--- config.mk ---
export PLATFORM = sky130hd
export DESIGN_NAME = framed_line_receiver_xor_check_flat
export DESIGN_NICKNAME = d
export VERILOG_FILES = /design/src/rtl/core/flr_pkg.sv /design/src/rtl/core/flr_rx_if.sv /design/src/rtl/core/flr_res_if.sv /design/src/rtl/core/flr_front.sv /design/src/rtl/core/flr_queue.sv /design/src/rtl/core/flr_back.sv /design/src/rtl/core/framed_line_receiver_xor_check.sv /design/src/flat_wrapper.sv
export SDC_FILE = /design/constraint.sdc
export NUM_CORES = 1
export LEC_CHECK = 0
export BUFFER_PORTS_ARGS = -buffer_cell sky130_fd_sc_hd__buf_2
export CAP_MARGIN = 0
export CORE_UTILIZATION = 32
export DETAILED_ROUTE_END_ITERATION = 16
export GPL_TIMING_DRIVEN = 1
export HOLD_SLACK_MARGIN = 0.08
export PLACE_DENSITY = 0.47
export RECOVER_POWER = 50
export SYNTH_ARGS = -nofsm -noshare
export SYNTH_HDL_FRONTEND = slang
export SYNTH_SLANG_ARGS = --single-unit
--- constraint.sdc ---
create_clock -name clk -period 3.3 [get_ports clk]
set_input_delay 0.165 -clock clk [delete_from_list [all_inputs] [get_ports clk]]
set_output_delay 0.165 -clock clk [all_outputs]
set_load 0.005 [all_outputs]
--- src/rtl/core/flr_pkg.sv ---
// ----------------------------------------------------------------------------
// flr_pkg: shared types and constants
// Character codes, the classified item that crosses the queue and the
// result record of the framed line receiver.
// ----------------------------------------------------------------------------
package flr_pkg;

  localparam int BUFFER_DEPTH_DEF = 64;
  localparam int Q_DEPTH          = 2;
  localparam int QA_W             = (Q_DEPTH > 1) ? $clog2(Q_DEPTH) : 1;
  localparam int QC_W             = $clog2(Q_DEPTH + 1);

  localparam logic [7:0] CH_DOLLAR = 8'h24;
  localparam logic [7:0] CH_STAR   = 8'h2A;
  localparam logic [7:0] CH_LF     = 8'h0A;
  localparam logic [7:0] CH_CR     = 8'h0D;

  // One accepted item after decode.
  typedef struct packed {
    logic       abort;
    logic       is_eol;
    logic       is_star;
    logic       is_dollar;
    logic       is_hex;
    logic [3:0] nib;
    logic [7:0] ch;
  } cls_t;

  // One result item.
  typedef struct packed {
    logic       stored_valid;
    logic [5:0] stored_index;
    logic [7:0] stored_char;
    logic       line_end;
    logic       frame_started;
    logic       star_seen;
    logic       checksum_ok;
    logic [7:0] computed_checksum;
    logic [7:0] received_checksum;
    logic [1:0] received_digits;
    logic [6:0] frame_length;
  } res_t;

endpackage

--- src/rtl/core/flr_rx_if.sv ---
// ----------------------------------------------------------------------------
// flr_rx_if: receive channel
// Valid/ready channel that carries one command or received byte per item.
// ----------------------------------------------------------------------------
interface flr_rx_if;
  logic       valid;
  logic       ready;
  logic       cmd;
  logic [7:0] rx_byte;

  modport source (output valid, output cmd, output rx_byte, input ready);
  modport sink   (input valid, input cmd, input rx_byte, output ready);
endinterface

--- src/rtl/core/flr_res_if.sv ---
// ----------------------------------------------------------------------------
// flr_res_if: result channel
// Valid/ready channel that carries one result item per received item.
// ----------------------------------------------------------------------------
interface flr_res_if;
  logic       valid;
  logic       ready;
  logic       stored_valid;
  logic [5:0] stored_index;
  logic [7:0] stored_char;
  logic       line_end;
  logic       frame_started;
  logic       star_seen;
  logic       checksum_ok;
  logic [7:0] computed_checksum;
  logic [7:0] received_checksum;
  logic [1:0] received_digits;
  logic [6:0] frame_length;

  modport source (
    output valid, output stored_valid, output stored_index, output stored_char,
    output line_end, output frame_started, output star_seen, output checksum_ok,
    output computed_checksum, output received_checksum, output received_digits,
    output frame_length, input ready
  );
  modport sink (
    input valid, input stored_valid, input stored_index, input stored_char,
    input line_end, input frame_started, input star_seen, input checksum_ok,
    input computed_checksum, input received_checksum, input received_digits,
    input frame_length, output ready
  );
endinterface

--- src/rtl/core/flr_front.sv ---
// ----------------------------------------------------------------------------
// flr_front: receive side decode
// Accepts items from the receive channel and classifies each byte
// (line end, star, dollar, hex digit value) before it enters the queue.
// ----------------------------------------------------------------------------
module flr_front (
  input  logic          rst,
  flr_rx_if.sink        rx,
  input  logic          q_ready,
  output logic          q_push,
  output flr_pkg::cls_t q_item
);

  logic [7:0] c;
  logic [7:0] diff;

  assign c        = rx.rx_byte;
  // no item is taken while reset is applied
  assign rx.ready = q_ready && !rst;
  assign q_push   = rx.valid && rx.ready;

  always_comb begin
    diff             = 8'h00;
    q_item.abort     = rx.cmd;
    q_item.is_eol    = (c == flr_pkg::CH_LF) || (c == flr_pkg::CH_CR);
    q_item.is_star   = (c == flr_pkg::CH_STAR);
    q_item.is_dollar = (c == flr_pkg::CH_DOLLAR);
    q_item.ch        = c;
    q_item.is_hex    = 1'b1;
    if (c >= 8'h30 && c <= 8'h39) begin
      diff = c - 8'h30;
    end else if (c >= 8'h41 && c <= 8'h46) begin
      diff = c - 8'h37;
    end else if (c >= 8'h61 && c <= 8'h66) begin
      diff = c - 8'h57;
    end else begin
      q_item.is_hex = 1'b0;
    end
    q_item.nib = diff[3:0];
  end

endmodule

--- src/rtl/core/flr_queue.sv ---
// ----------------------------------------------------------------------------
// flr_queue: decoupling queue
// Short FIFO of classified items between the decode and the line logic.
// ----------------------------------------------------------------------------
module flr_queue (
  input  logic          clk,
  input  logic          rst,
  input  logic          push,
  input  flr_pkg::cls_t push_item,
  output logic          not_full,
  input  logic          pop,
  output logic          head_valid,
  output flr_pkg::cls_t head_item
);

  flr_pkg::cls_t             slots [flr_pkg::Q_DEPTH];
  logic [flr_pkg::QA_W-1:0]  wr_ptr;
  logic [flr_pkg::QA_W-1:0]  rd_ptr;
  logic [flr_pkg::QC_W-1:0]  count;

  localparam logic [flr_pkg::QA_W-1:0] LAST = flr_pkg::QA_W'(flr_pkg::Q_DEPTH - 1);
  localparam logic [flr_pkg::QC_W-1:0] FULL = flr_pkg::QC_W'(flr_pkg::Q_DEPTH);

  assign not_full   = (count != FULL);
  assign head_valid = (count != '0);
  assign head_item  = slots[rd_ptr];

  always_ff @(posedge clk) begin
    if (rst) begin
      wr_ptr <= '0;
      rd_ptr <= '0;
      count  <= '0;
    end else begin
      if (push) begin
        wr_ptr <= (wr_ptr == LAST) ? '0 : wr_ptr + 1'b1;
      end
      if (pop) begin
        rd_ptr <= (rd_ptr == LAST) ? '0 : rd_ptr + 1'b1;
      end
      if (push && !pop) begin
        count <= count + 1'b1;
      end else if (pop && !push) begin
        count <= count - 1'b1;
      end
    end
  end

  always_ff @(posedge clk) begin
    if (push) begin
      slots[wr_ptr] <= push_item;
    end
  end

endmodule

--- src/rtl/core/flr_back.sv ---
// ----------------------------------------------------------------------------
// flr_back: line state and result register
// Carries out each classified item against the line state (framing, store
// index, running XOR, checksum digits) and holds the result for the sink.
// ----------------------------------------------------------------------------
module flr_back #(
  parameter int BUFFER_DEPTH = flr_pkg::BUFFER_DEPTH_DEF
) (
  input  logic          clk,
  input  logic          rst,
  input  logic          q_valid,
  input  flr_pkg::cls_t q_item,
  output logic          q_pop,
  flr_res_if.source     res
);

  localparam int WI_W = $clog2(BUFFER_DEPTH + 1);
  localparam logic [WI_W-1:0] DEPTH_W = WI_W'(BUFFER_DEPTH);

  logic            line_busy, line_busy_next;
  logic            begun, begun_next;
  logic            after_star, after_star_next;
  logic [WI_W-1:0] write_index, write_index_next;
  logic [1:0]      digit_count, digit_count_next;
  logic [7:0]      digit_value, digit_value_next;
  logic            digits_are_hex, digits_are_hex_next;
  logic [7:0]      running_xor, running_xor_next;

  logic            res_valid;
  flr_pkg::res_t   rr, rr_next;

  // line state as seen by this item (an idle line starts out cleared)
  logic            b0, as0, hex0, as1, st1, st2;
  logic [WI_W-1:0] wi0, wi1, wi2;
  logic [1:0]      dc0;
  logic [7:0]      dv0, x0, x1, x2;
  logic [8:0]      wi_ext;

  assign q_pop = q_valid && (!res_valid || res.ready);

  always_comb begin
    b0   = line_busy && begun;
    as0  = line_busy && after_star;
    wi0  = line_busy ? write_index : '0;
    dc0  = line_busy ? digit_count : 2'd0;
    dv0  = line_busy ? digit_value : 8'h00;
    hex0 = line_busy ? digits_are_hex : 1'b1;
    x0   = line_busy ? running_xor : 8'h00;

    as1 = as0 || q_item.is_star;
    st1 = b0 && (wi0 < DEPTH_W);
    wi1 = wi0 + WI_W'(st1);
    x1  = x0 ^ ((st1 && wi0 != '0 && !as1) ? q_item.ch : 8'h00);
    // a dollar stores itself once more
    st2 = q_item.is_dollar && (wi1 < DEPTH_W);
    wi2 = wi1 + WI_W'(st2);
    x2  = x1 ^ ((st2 && wi1 != '0 && !as1) ? q_item.ch : 8'h00);
    wi_ext = 9'(wi0);

    line_busy_next      = line_busy;
    begun_next          = begun;
    after_star_next     = after_star;
    write_index_next    = write_index;
    digit_count_next    = digit_count;
    digit_value_next    = digit_value;
    digits_are_hex_next = digits_are_hex;
    running_xor_next    = running_xor;
    rr_next             = '0;

    if (q_item.abort) begin
      line_busy_next  = 1'b0;
      begun_next      = 1'b0;
      after_star_next = 1'b0;
    end else if (q_item.is_eol) begin
      line_busy_next            = 1'b0;
      begun_next                = 1'b0;
      after_star_next           = 1'b0;
      rr_next.line_end          = 1'b1;
      rr_next.frame_started     = b0;
      rr_next.star_seen         = as0;
      rr_next.checksum_ok       = (dc0 == 2'd2) && hex0 && (dv0 == x0);
      rr_next.computed_checksum = x0;
      rr_next.received_checksum = dv0;
      rr_next.received_digits   = dc0;
      rr_next.frame_length      = wi_ext[6:0];
    end else begin
      line_busy_next      = 1'b1;
      begun_next          = b0 || q_item.is_dollar;
      after_star_next     = as1;
      write_index_next    = wi2;
      running_xor_next    = x2;
      digit_count_next    = dc0;
      digit_value_next    = dv0;
      digits_are_hex_next = hex0;
      // capture a checksum digit; a non-hex one counts as zero
      if (b0 && as0 && dc0 != 2'd2) begin
        digit_count_next    = dc0 + 2'd1;
        digit_value_next    = {dv0[3:0], q_item.is_hex ? q_item.nib : 4'h0};
        digits_are_hex_next = hex0 && q_item.is_hex;
      end
      if (st1 || st2) begin
        rr_next.stored_valid = 1'b1;
        rr_next.stored_index = wi_ext[5:0];
        rr_next.stored_char  = q_item.ch;
      end
    end
  end

  always_ff @(posedge clk) begin
    if (rst) begin
      line_busy      <= 1'b0;
      begun          <= 1'b0;
      after_star     <= 1'b0;
      write_index    <= '0;
      digit_count    <= 2'd0;
      digit_value    <= 8'h00;
      digits_are_hex <= 1'b1;
      running_xor    <= 8'h00;
      res_valid      <= 1'b0;
    end else begin
      if (q_pop) begin
        line_busy      <= line_busy_next;
        begun          <= begun_next;
        after_star     <= after_star_next;
        write_index    <= write_index_next;
        digit_count    <= digit_count_next;
        digit_value    <= digit_value_next;
        digits_are_hex <= digits_are_hex_next;
        running_xor    <= running_xor_next;
        res_valid      <= 1'b1;
      end else if (res.ready) begin
        res_valid <= 1'b0;
      end
    end
  end

  always_ff @(posedge clk) begin
    if (q_pop) begin
      rr <= rr_next;
    end
  end

  assign res.valid             = res_valid;
  assign res.stored_valid      = rr.stored_valid;
  assign res.stored_index      = rr.stored_index;
  assign res.stored_char       = rr.stored_char;
  assign res.line_end          = rr.line_end;
  assign res.frame_started     = rr.frame_started;
  assign res.star_seen         = rr.star_seen;
  assign res.checksum_ok       = rr.checksum_ok;
  assign res.computed_checksum = rr.computed_checksum;
  assign res.received_checksum = rr.received_checksum;
  assign res.received_digits   = rr.received_digits;
  assign res.frame_length      = rr.frame_length;

endmodule

--- src/rtl/core/framed_line_receiver_xor_check.sv ---
// ----------------------------------------------------------------------------
// framed_line_receiver_xor_check: framed line receiver with XOR check
// Frames $...*HH lines ended by CR or LF and checks the XOR checksum.
// ----------------------------------------------------------------------------
// Usage:
//   rx carries one item per handshake: cmd 0 with a received byte in
//   rx_byte, or cmd 1 to abort the current line. res returns exactly one
//   result item for every rx item, in order.
//   A stored character is reported with its buffer index; a line end
//   reports framing flags, length, computed and received checksum and the
//   match flag.
//   Throughput is one item per cycle while res is not stalled: decode
//   feeds a two-entry queue and the line state updates as an item leaves
//   the queue. An accepted item is written into the queue and its result
//   is registered into the result register on res as it leaves the queue.
//   When res stalls, the result register holds, the queue fills and
//   rx.ready drops once both queue entries are taken.
//   Synchronous reset empties the queue and result register and puts the
//   line idle; rx.ready is low while rst is high.
// ----------------------------------------------------------------------------
module framed_line_receiver_xor_check #(
  parameter int BUFFER_DEPTH = flr_pkg::BUFFER_DEPTH_DEF
) (
  input  logic      clk,
  input  logic      rst,
  flr_rx_if.sink    rx,
  flr_res_if.source res
);

  logic          q_ready;
  logic          q_push;
  logic          q_pop;
  logic          q_valid;
  flr_pkg::cls_t push_item;
  flr_pkg::cls_t head_item;

  flr_front u_front (
    .rst    (rst),
    .rx     (rx),
    .q_ready(q_ready),
    .q_push (q_push),
    .q_item (push_item)
  );

  flr_queue u_queue (
    .clk       (clk),
    .rst       (rst),
    .push      (q_push),
    .push_item (push_item),
    .not_full  (q_ready),
    .pop       (q_pop),
    .head_valid(q_valid),
    .head_item (head_item)
  );

  flr_back #(
    .BUFFER_DEPTH(BUFFER_DEPTH)
  ) u_back (
    .clk    (clk),
    .rst    (rst),
    .q_valid(q_valid),
    .q_item (head_item),
    .q_pop  (q_pop),
    .res    (res)
  );

  // an accepted item is waiting in the queue on the next cycle
  a_push_lands: assert property (@(posedge clk) disable iff (rst)
    q_push |=> q_valid)
    else $error("accepted item missing from queue");

  a_store_not_eol: assert property (@(posedge clk) disable iff (rst)
    (res.valid && res.stored_valid) |-> !res.line_end)
    else $error("store and line end in one result");

  a_ok_needs_digits: assert property (@(posedge clk) disable iff (rst)
    (res.valid && res.checksum_ok) |-> (res.line_end && res.received_digits == 2'd2))
    else $error("checksum match without two digits at line end");

endmodule
--- src/flat_wrapper.sv ---
// flat-port wrapper written by rule: the top's interface ports become plain ports
module framed_line_receiver_xor_check_flat 
#(
  parameter int BUFFER_DEPTH = flr_pkg::BUFFER_DEPTH_DEF
)
  (clk, rst, rx_valid, rx_cmd, rx_rx_byte, rx_ready, res_valid, res_stored_valid, res_stored_index, res_stored_char, res_line_end, res_frame_started, res_star_seen, res_checksum_ok, res_computed_checksum, res_received_checksum, res_received_digits, res_frame_length, res_ready);
  flr_rx_if rx_i ();
  flr_res_if res_i ();
  input  logic clk;
  input  logic rst;
  input wire logic [$bits(rx_i.valid)-1:0] rx_valid;
  input wire logic [$bits(rx_i.cmd)-1:0] rx_cmd;
  input wire logic [$bits(rx_i.rx_byte)-1:0] rx_rx_byte;
  output wire logic [$bits(rx_i.ready)-1:0] rx_ready;
  output wire logic [$bits(res_i.valid)-1:0] res_valid;
  output wire logic [$bits(res_i.stored_valid)-1:0] res_stored_valid;
  output wire logic [$bits(res_i.stored_index)-1:0] res_stored_index;
  output wire logic [$bits(res_i.stored_char)-1:0] res_stored_char;
  output wire logic [$bits(res_i.line_end)-1:0] res_line_end;
  output wire logic [$bits(res_i.frame_started)-1:0] res_frame_started;
  output wire logic [$bits(res_i.star_seen)-1:0] res_star_seen;
  output wire logic [$bits(res_i.checksum_ok)-1:0] res_checksum_ok;
  output wire logic [$bits(res_i.computed_checksum)-1:0] res_computed_checksum;
  output wire logic [$bits(res_i.received_checksum)-1:0] res_received_checksum;
  output wire logic [$bits(res_i.received_digits)-1:0] res_received_digits;
  output wire logic [$bits(res_i.frame_length)-1:0] res_frame_length;
  input wire logic [$bits(res_i.ready)-1:0] res_ready;
  assign rx_i.valid = rx_valid;
  assign rx_i.cmd = rx_cmd;
  assign rx_i.rx_byte = rx_rx_byte;
  assign rx_ready = rx_i.ready;
  assign res_valid = res_i.valid;
  assign res_stored_valid = res_i.stored_valid;
  assign res_stored_index = res_i.stored_index;
  assign res_stored_char = res_i.stored_char;
  assign res_line_end = res_i.line_end;
  assign res_frame_started = res_i.frame_started;
  assign res_star_seen = res_i.star_seen;
  assign res_checksum_ok = res_i.checksum_ok;
  assign res_computed_checksum = res_i.computed_checksum;
  assign res_received_checksum = res_i.received_checksum;
  assign res_received_digits = res_i.received_digits;
  assign res_frame_length = res_i.frame_length;
  assign res_i.ready = res_ready;
  framed_line_receiver_xor_check #(.BUFFER_DEPTH(BUFFER_DEPTH)) u_core (.clk(clk), .rst(rst), .rx(rx_i), .res(res_i));
endmodule
Word level (Yosys, flattened, before mapping)
Memories as Yosys holds them, arrays and structs flattened. A register that Yosys moved wholly into a read port is not among the register bits.
Index checks and enable logic that the tools add are counted.

cells by class
  add/sub/neg operators = 10
  order comparisons = 8
  eq/ne operators = 8
  multiplexer cells = 35
  bitwise logic cells = 5
  reductions and logical operators = 40

operators by type and width
  cell                 number
  $mux 8               5
  $mux 29              1
  $logic_and 1x1->1    21
  $mux 1               19
  $eq 8x4->1 const B   2
  $eq 8x6->1 const B   2
  $ge 8x7->1 const B   2
  $le 8x7->1 const B   2
  $mux 4               4
  $xor 8x8->8          2
  $mux 15              1
  $add 7x1->7          2
  $lt 7x7->1 const B   2
  $reduce_bool 7->1    2
  $eq 8x8->1           1
  $ge 8x6->1 const B   1
  $le 8x6->1 const B   1
  $mux 2               4
  $sub 4x3->4 const B  2
  $mux 7               1
  $reduce_bool 2->1    3
  $logic_not 1->1      5
  $logic_or 1x1->1     5
  $add 2x1->2 const B  2
  other kinds (9)      14

storage, ports and cells
  bits in registers = 78
  bits in writable memories = 34
  input port bits = 13
  output and inout port bits = 46
  logic and storage cells = 130
  memories kept = 1

memories
  name                  depth  width  read ports  clocked after memory_dff  wr ports  RTL line         RTL
  u_core.u_queue.slots  2      17     1           1                         1         flr_queue.sv:16  flr_pkg::cls_t slots [flr_pkg::Q_DEPTH];

Logic depth before layout (Yosys ltp)
  word-level depth = 10
  gate-level depth with buffers = 18
  depth with buffers taken out = 14

Hierarchy
A second synthesis with hierarchy kept.

second synthesis, totals
  cell total of the unflattened synthesis = 515
  area total of the unflattened synthesis = 5670.4 sq um

modules (own cells, without submodules)
  module     instances  cells an instance  area each (sq um)  seq. area each (sq um)
  flr_back   1          400                3921.3             1921.8
  flr_queue  1          75                 1436.4             1121.1
  flr_front  1          40                 312.8              0.0

Least setup slack after synthesis
Ideal clock, no wire load.

  path type = register to register
  start = register u_core.u_back.line_busy
  end = register u_core.u_back.write_index[6]
  arrival time = 3429 ps
  data required time = 3214 ps
  path slack = -215 ps
  cell stages (with the launch flop) = 16
  buffers on the path = 4
  clock period less this slack = 3515 ps
  cells stage by stage = dfxtp_1 > clkbuf_8 > clkbuf_1 > clkbuf_1 > clkbuf_1 > nand2_1 > inv_1 > ha_1 > nand3_1 > o311a_2 > ha_1 > ha_1 > and3_1 > and4_2 > xnor2_1 > a211oi_1

between the ends
  word-level cells in the longest chain between the ends = 7
  elaborated cells on any way between the ends = 8

ends and longest elaborated chain
  item                      RTL line         RTL
  from (decl)               flr_back.sv:20   logic line_busy, line_busy_next;
  from (signal assigned)    flr_back.sv:122  line_busy <= line_busy_next;
  $mux 7 *                  flr_back.sv:44   wi0 = line_busy ? write_index : '0;
  via u_core.u_back.wi0[0]  flr_back.sv:34   logic [WI_W-1:0] wi0, wi1, wi2;
  $lt 7x7->1                flr_back.sv:51   st1 = b0 && (wi0 < DEPTH_W);
  $logic_and 1x1->1         flr_back.sv:51
  $add 7x1->7 *             flr_back.sv:52   wi1 = wi0 + WI_W'(st1);
  $lt 7x7->1                flr_back.sv:55   st2 = q_item.is_dollar && (wi1 < DEPTH_W);
  $logic_and 1x1->1         flr_back.sv:55
  $add 7x1->7 *             flr_back.sv:56   wi2 = wi1 + WI_W'(st2);
  to (signal assigned)      flr_back.sv:125  write_index <= write_index_next;
  to (decl)                 flr_back.sv:23   logic [WI_W-1:0] write_index, write_index_next;

The timed path passes the listed nets; every way through them passes the cells marked *.
A chain may end at the register's enable or synchronous reset.

Final worst setup path
Same ends and word-level chain as after synthesis.

==> impl_metrics.ini <==
[run_status]
outcome = completed

[clocking]
cts_tree = yes
clk_pin_slew_worst_paths_ps = 50
clockBufferDepth = 2
h-tree-depth = 4
root_buffer = clkbuf_16
cts_sinks = 113
cts_made_buffers = 17
clock_latency_ps = 420
post_cts_buffers = 0

[critical_path]
crit_type = reg2reg
cp.depth = 12
critPathMaxStageDelay_ps = 470
worst_path_max_delay_cell = o311a_2
crit_required_ps = 3630
reg2regPathDepth = 12
end_kind = flop
critical_path.max_fanout = 19
setup.worst_path.start_class = flop
path_common_cell = ha_1
crit_family = simple AND/OR/NAND/NOR gates
crit_arrival_ps = 3380
path_buf_inv = 2
cp_cell_sequence = buf_6 > nand2_1 > inv_1 > ha_1 > nand3_1 > o311a_2 > ha_1 > ha_1 > and3_1 > and4_2 > xnor2_1 > a211oi_1

[route]
drt_iter0_drc = 240
drcViolationCount = 0
vias_per_cell = 4.77
firstDrtPassIters = 4
ant_nets = 0
wirelength_um = 11900
via_count = 3623
wl_per_cell_um = 15.6

[die]
io_pins = 59
core_region_area_um2 = 15900
initial_core_util = 0.330
rows = 46
die-area_um2 = 16900
die_x_um = 130
die_h_um = 130

[cells_and_area]
final_cell_area_um2 = 6460
fin_nets = 555
fin_cells = 760
drive_above_1_share = 0.167
synthToLayoutAreaGrowth_pct = 22.9
layout_commonest_cell = edfxtp_1
num_antenna_cells = 0
final_cell_mix = edfxtp_1, nor2_1, clkbuf_1

[timing]
clock-skew-final_ps = 10.9
timing.fmax_mhz = 327
drv_slew = 0
fin_crit_ps = 3060
rsz0062_at_grt = no
tns_ps = 0
fin_crit_sh = 0.926
worstMarginPinSlew_ps = 1210
slew_headroom = 0.191
finalHoldViolations = 0
timing.final.setup_violations = 0

[pwr]
swShare = 0.279
p_comb_frac = 0.195
p_leak_nw = 2.39
power.internal_mw = 3.54
power_frac_seq = 0.403
p_per_area_nw_per_um2 = 759
ir_drop_mv = 0.409
p_sw_mw = 1.37
clockPowerShare = 0.402

[global_route]
overflow = 0
track_usage = 0.151
grt_pass1_vias = 3550
antenna_found_initial = 0
grt_pass1_wl_um = 18700
grt_max_degree = 37

[placed_design]
port-buffer-count = 58
dp_hpwl_um = 8150
place_inst = 718
place_congestion = 0.845
dpl-instance-area_um2 = 5780

[synth]
synth_cell_type_count = 61
synth_cells = 453
synthFlopType = edfxtp_1
synth_area_per_cell_um2 = 11.6
seq_area_frac_synth = 0.579
ys_warn_count = 0
synth-edff-count = 78
async_flop_share = 0
syn_area_um2 = 5260
ys_ff_latch = 113
syn_nets = 477

[run]
cap_violations = 0

[min_path]
hp-class = in2reg
hold_path_depth = 4
[cell usage after synthesis (6+ instances only)]
cell,number,share of area
mux2_2,13,0.028
nand2b_1,9,0.011
dfxtp_1,35,0.13
xor2_1,12,0.020
o22ai_1,9,0.011
a21oi_1,23,0.022
ha_1,11,0.026
or2b_2,8,0.013
inv_1,19,0.014
and3_1,20,0.024
clkbuf_1,15,0.011
mux2i_1,20,0.038
nor2_1,48,0.034
nand2_1,41,0.029
nor3_1,15,0.014
edfxtp_1,78,0.45
a22oi_1,10,0.014
o21ai_0,10,0.0095
xnor2_1,6,0.010
[layer usage]
metal,GRT usage,routed length (um),vias to the layer above
met5,0,0,-
met3,0.0488,564,14
li1,-,-,1803
met4,0.0561,133,0
met1,0.182,5320,1722
met2,0.252,5840,84
[timing repair]
| action | 4_1_cts | 5_1_grt |
|---|---|---|
| resized for setup | 0 | 2 |
| hold endpoints to repair | 19 | 0 |
| setup endpoints to repair | 0 | 1 |
| hold buffers | 10 | 0 |
[area by class of cell]
| class | count | area (um2) |
|---|---|---|
| inverters | 20 | 75.1 |
| well taps | 216 | 270 |
| repair buffers | 80 | 420 |
| clock inverters | 13 | 191 |
| flip-flops and latches | 113 | 3040 |
| fillers | 1576 | 9490 |
| multi-input cells | 299 | 2010 |
| clock buffers | 19 | 443 |
[power by group through the flow]
stage,Clock [mW],Combinational (mW),Sequential [mW]
detailed placement,0,0.999,2.00
global placement,0,0.983,2.00
finish,1.97,0.955,1.98
global route,2.06,1.07,2.01
CTS,2.01,1.01,1.98
floorplan,0,0.583,2.00
[flip-flops by register name, summed over array words and instances (netlist names), 2 cells and up, named ones only]
name,flops
u_core.u_back.res.received_digits,2
u_core.u_back.res.stored_char,8
u_core.u_back.res.received_checksum,8
u_core.u_back.running_xor,8
u_core.u_back.digit_count,2
u_core.u_back.res.computed_checksum,8
u_core.u_back.res.frame_length,7
u_core.u_back.write_index,7
u_core.u_queue.slots,34
u_core.u_queue.count,2
u_core.u_back.digit_value,8
u_core.u_back.res.stored_index,6
[cells by family after synthesis]
kind of cell,share of synthesized area
AOI/OAI and AO/OA,0.0948
xor gates and xnor gates,0.0352
adders and majority gates,0.0262
buffers and inverters,0.0381
DFF,0.579
muxes,0.0686
and+or+nand+nor,0.158
[through the flow]
stage | hold slack [ps] | power [mW] | worst slack, ps | utilization
after CTS | 138 | 5.00 | 215 | 0.409
after global placement | 368 | 2.98 | 344 | 0.363
final | 155 | 4.90 | 244 | 0.405
after global routing | 169 | 5.15 | 26.1 | 0.405
after floorplan | 264 | 2.58 | 26.0 | -
after detailed placement | 376 | 3.00 | 272 | 0.363
[worst min-delay path, stage by stage]
cell and delay, ps:
buf_2 100, nand2_1 100, xor2_1 70, nor2_1 80
[path summary, 6_finish.rpt]
kind              slack (ps)                           end                    startpoint
setup / recovery         240  u_core.u_back.write_index[6]       u_core.u_back.line_busy
hold / removal           160         u_core.u_queue.wr_ptr                      rx_valid
setup reg to reg         240  u_core.u_back.write_index[6]       u_core.u_back.line_busy
hold reg to reg          480  u_core.u_back.write_index[0]  u_core.u_back.write_index[0]
Note: power is estimated with default switching activity, not from simulation.
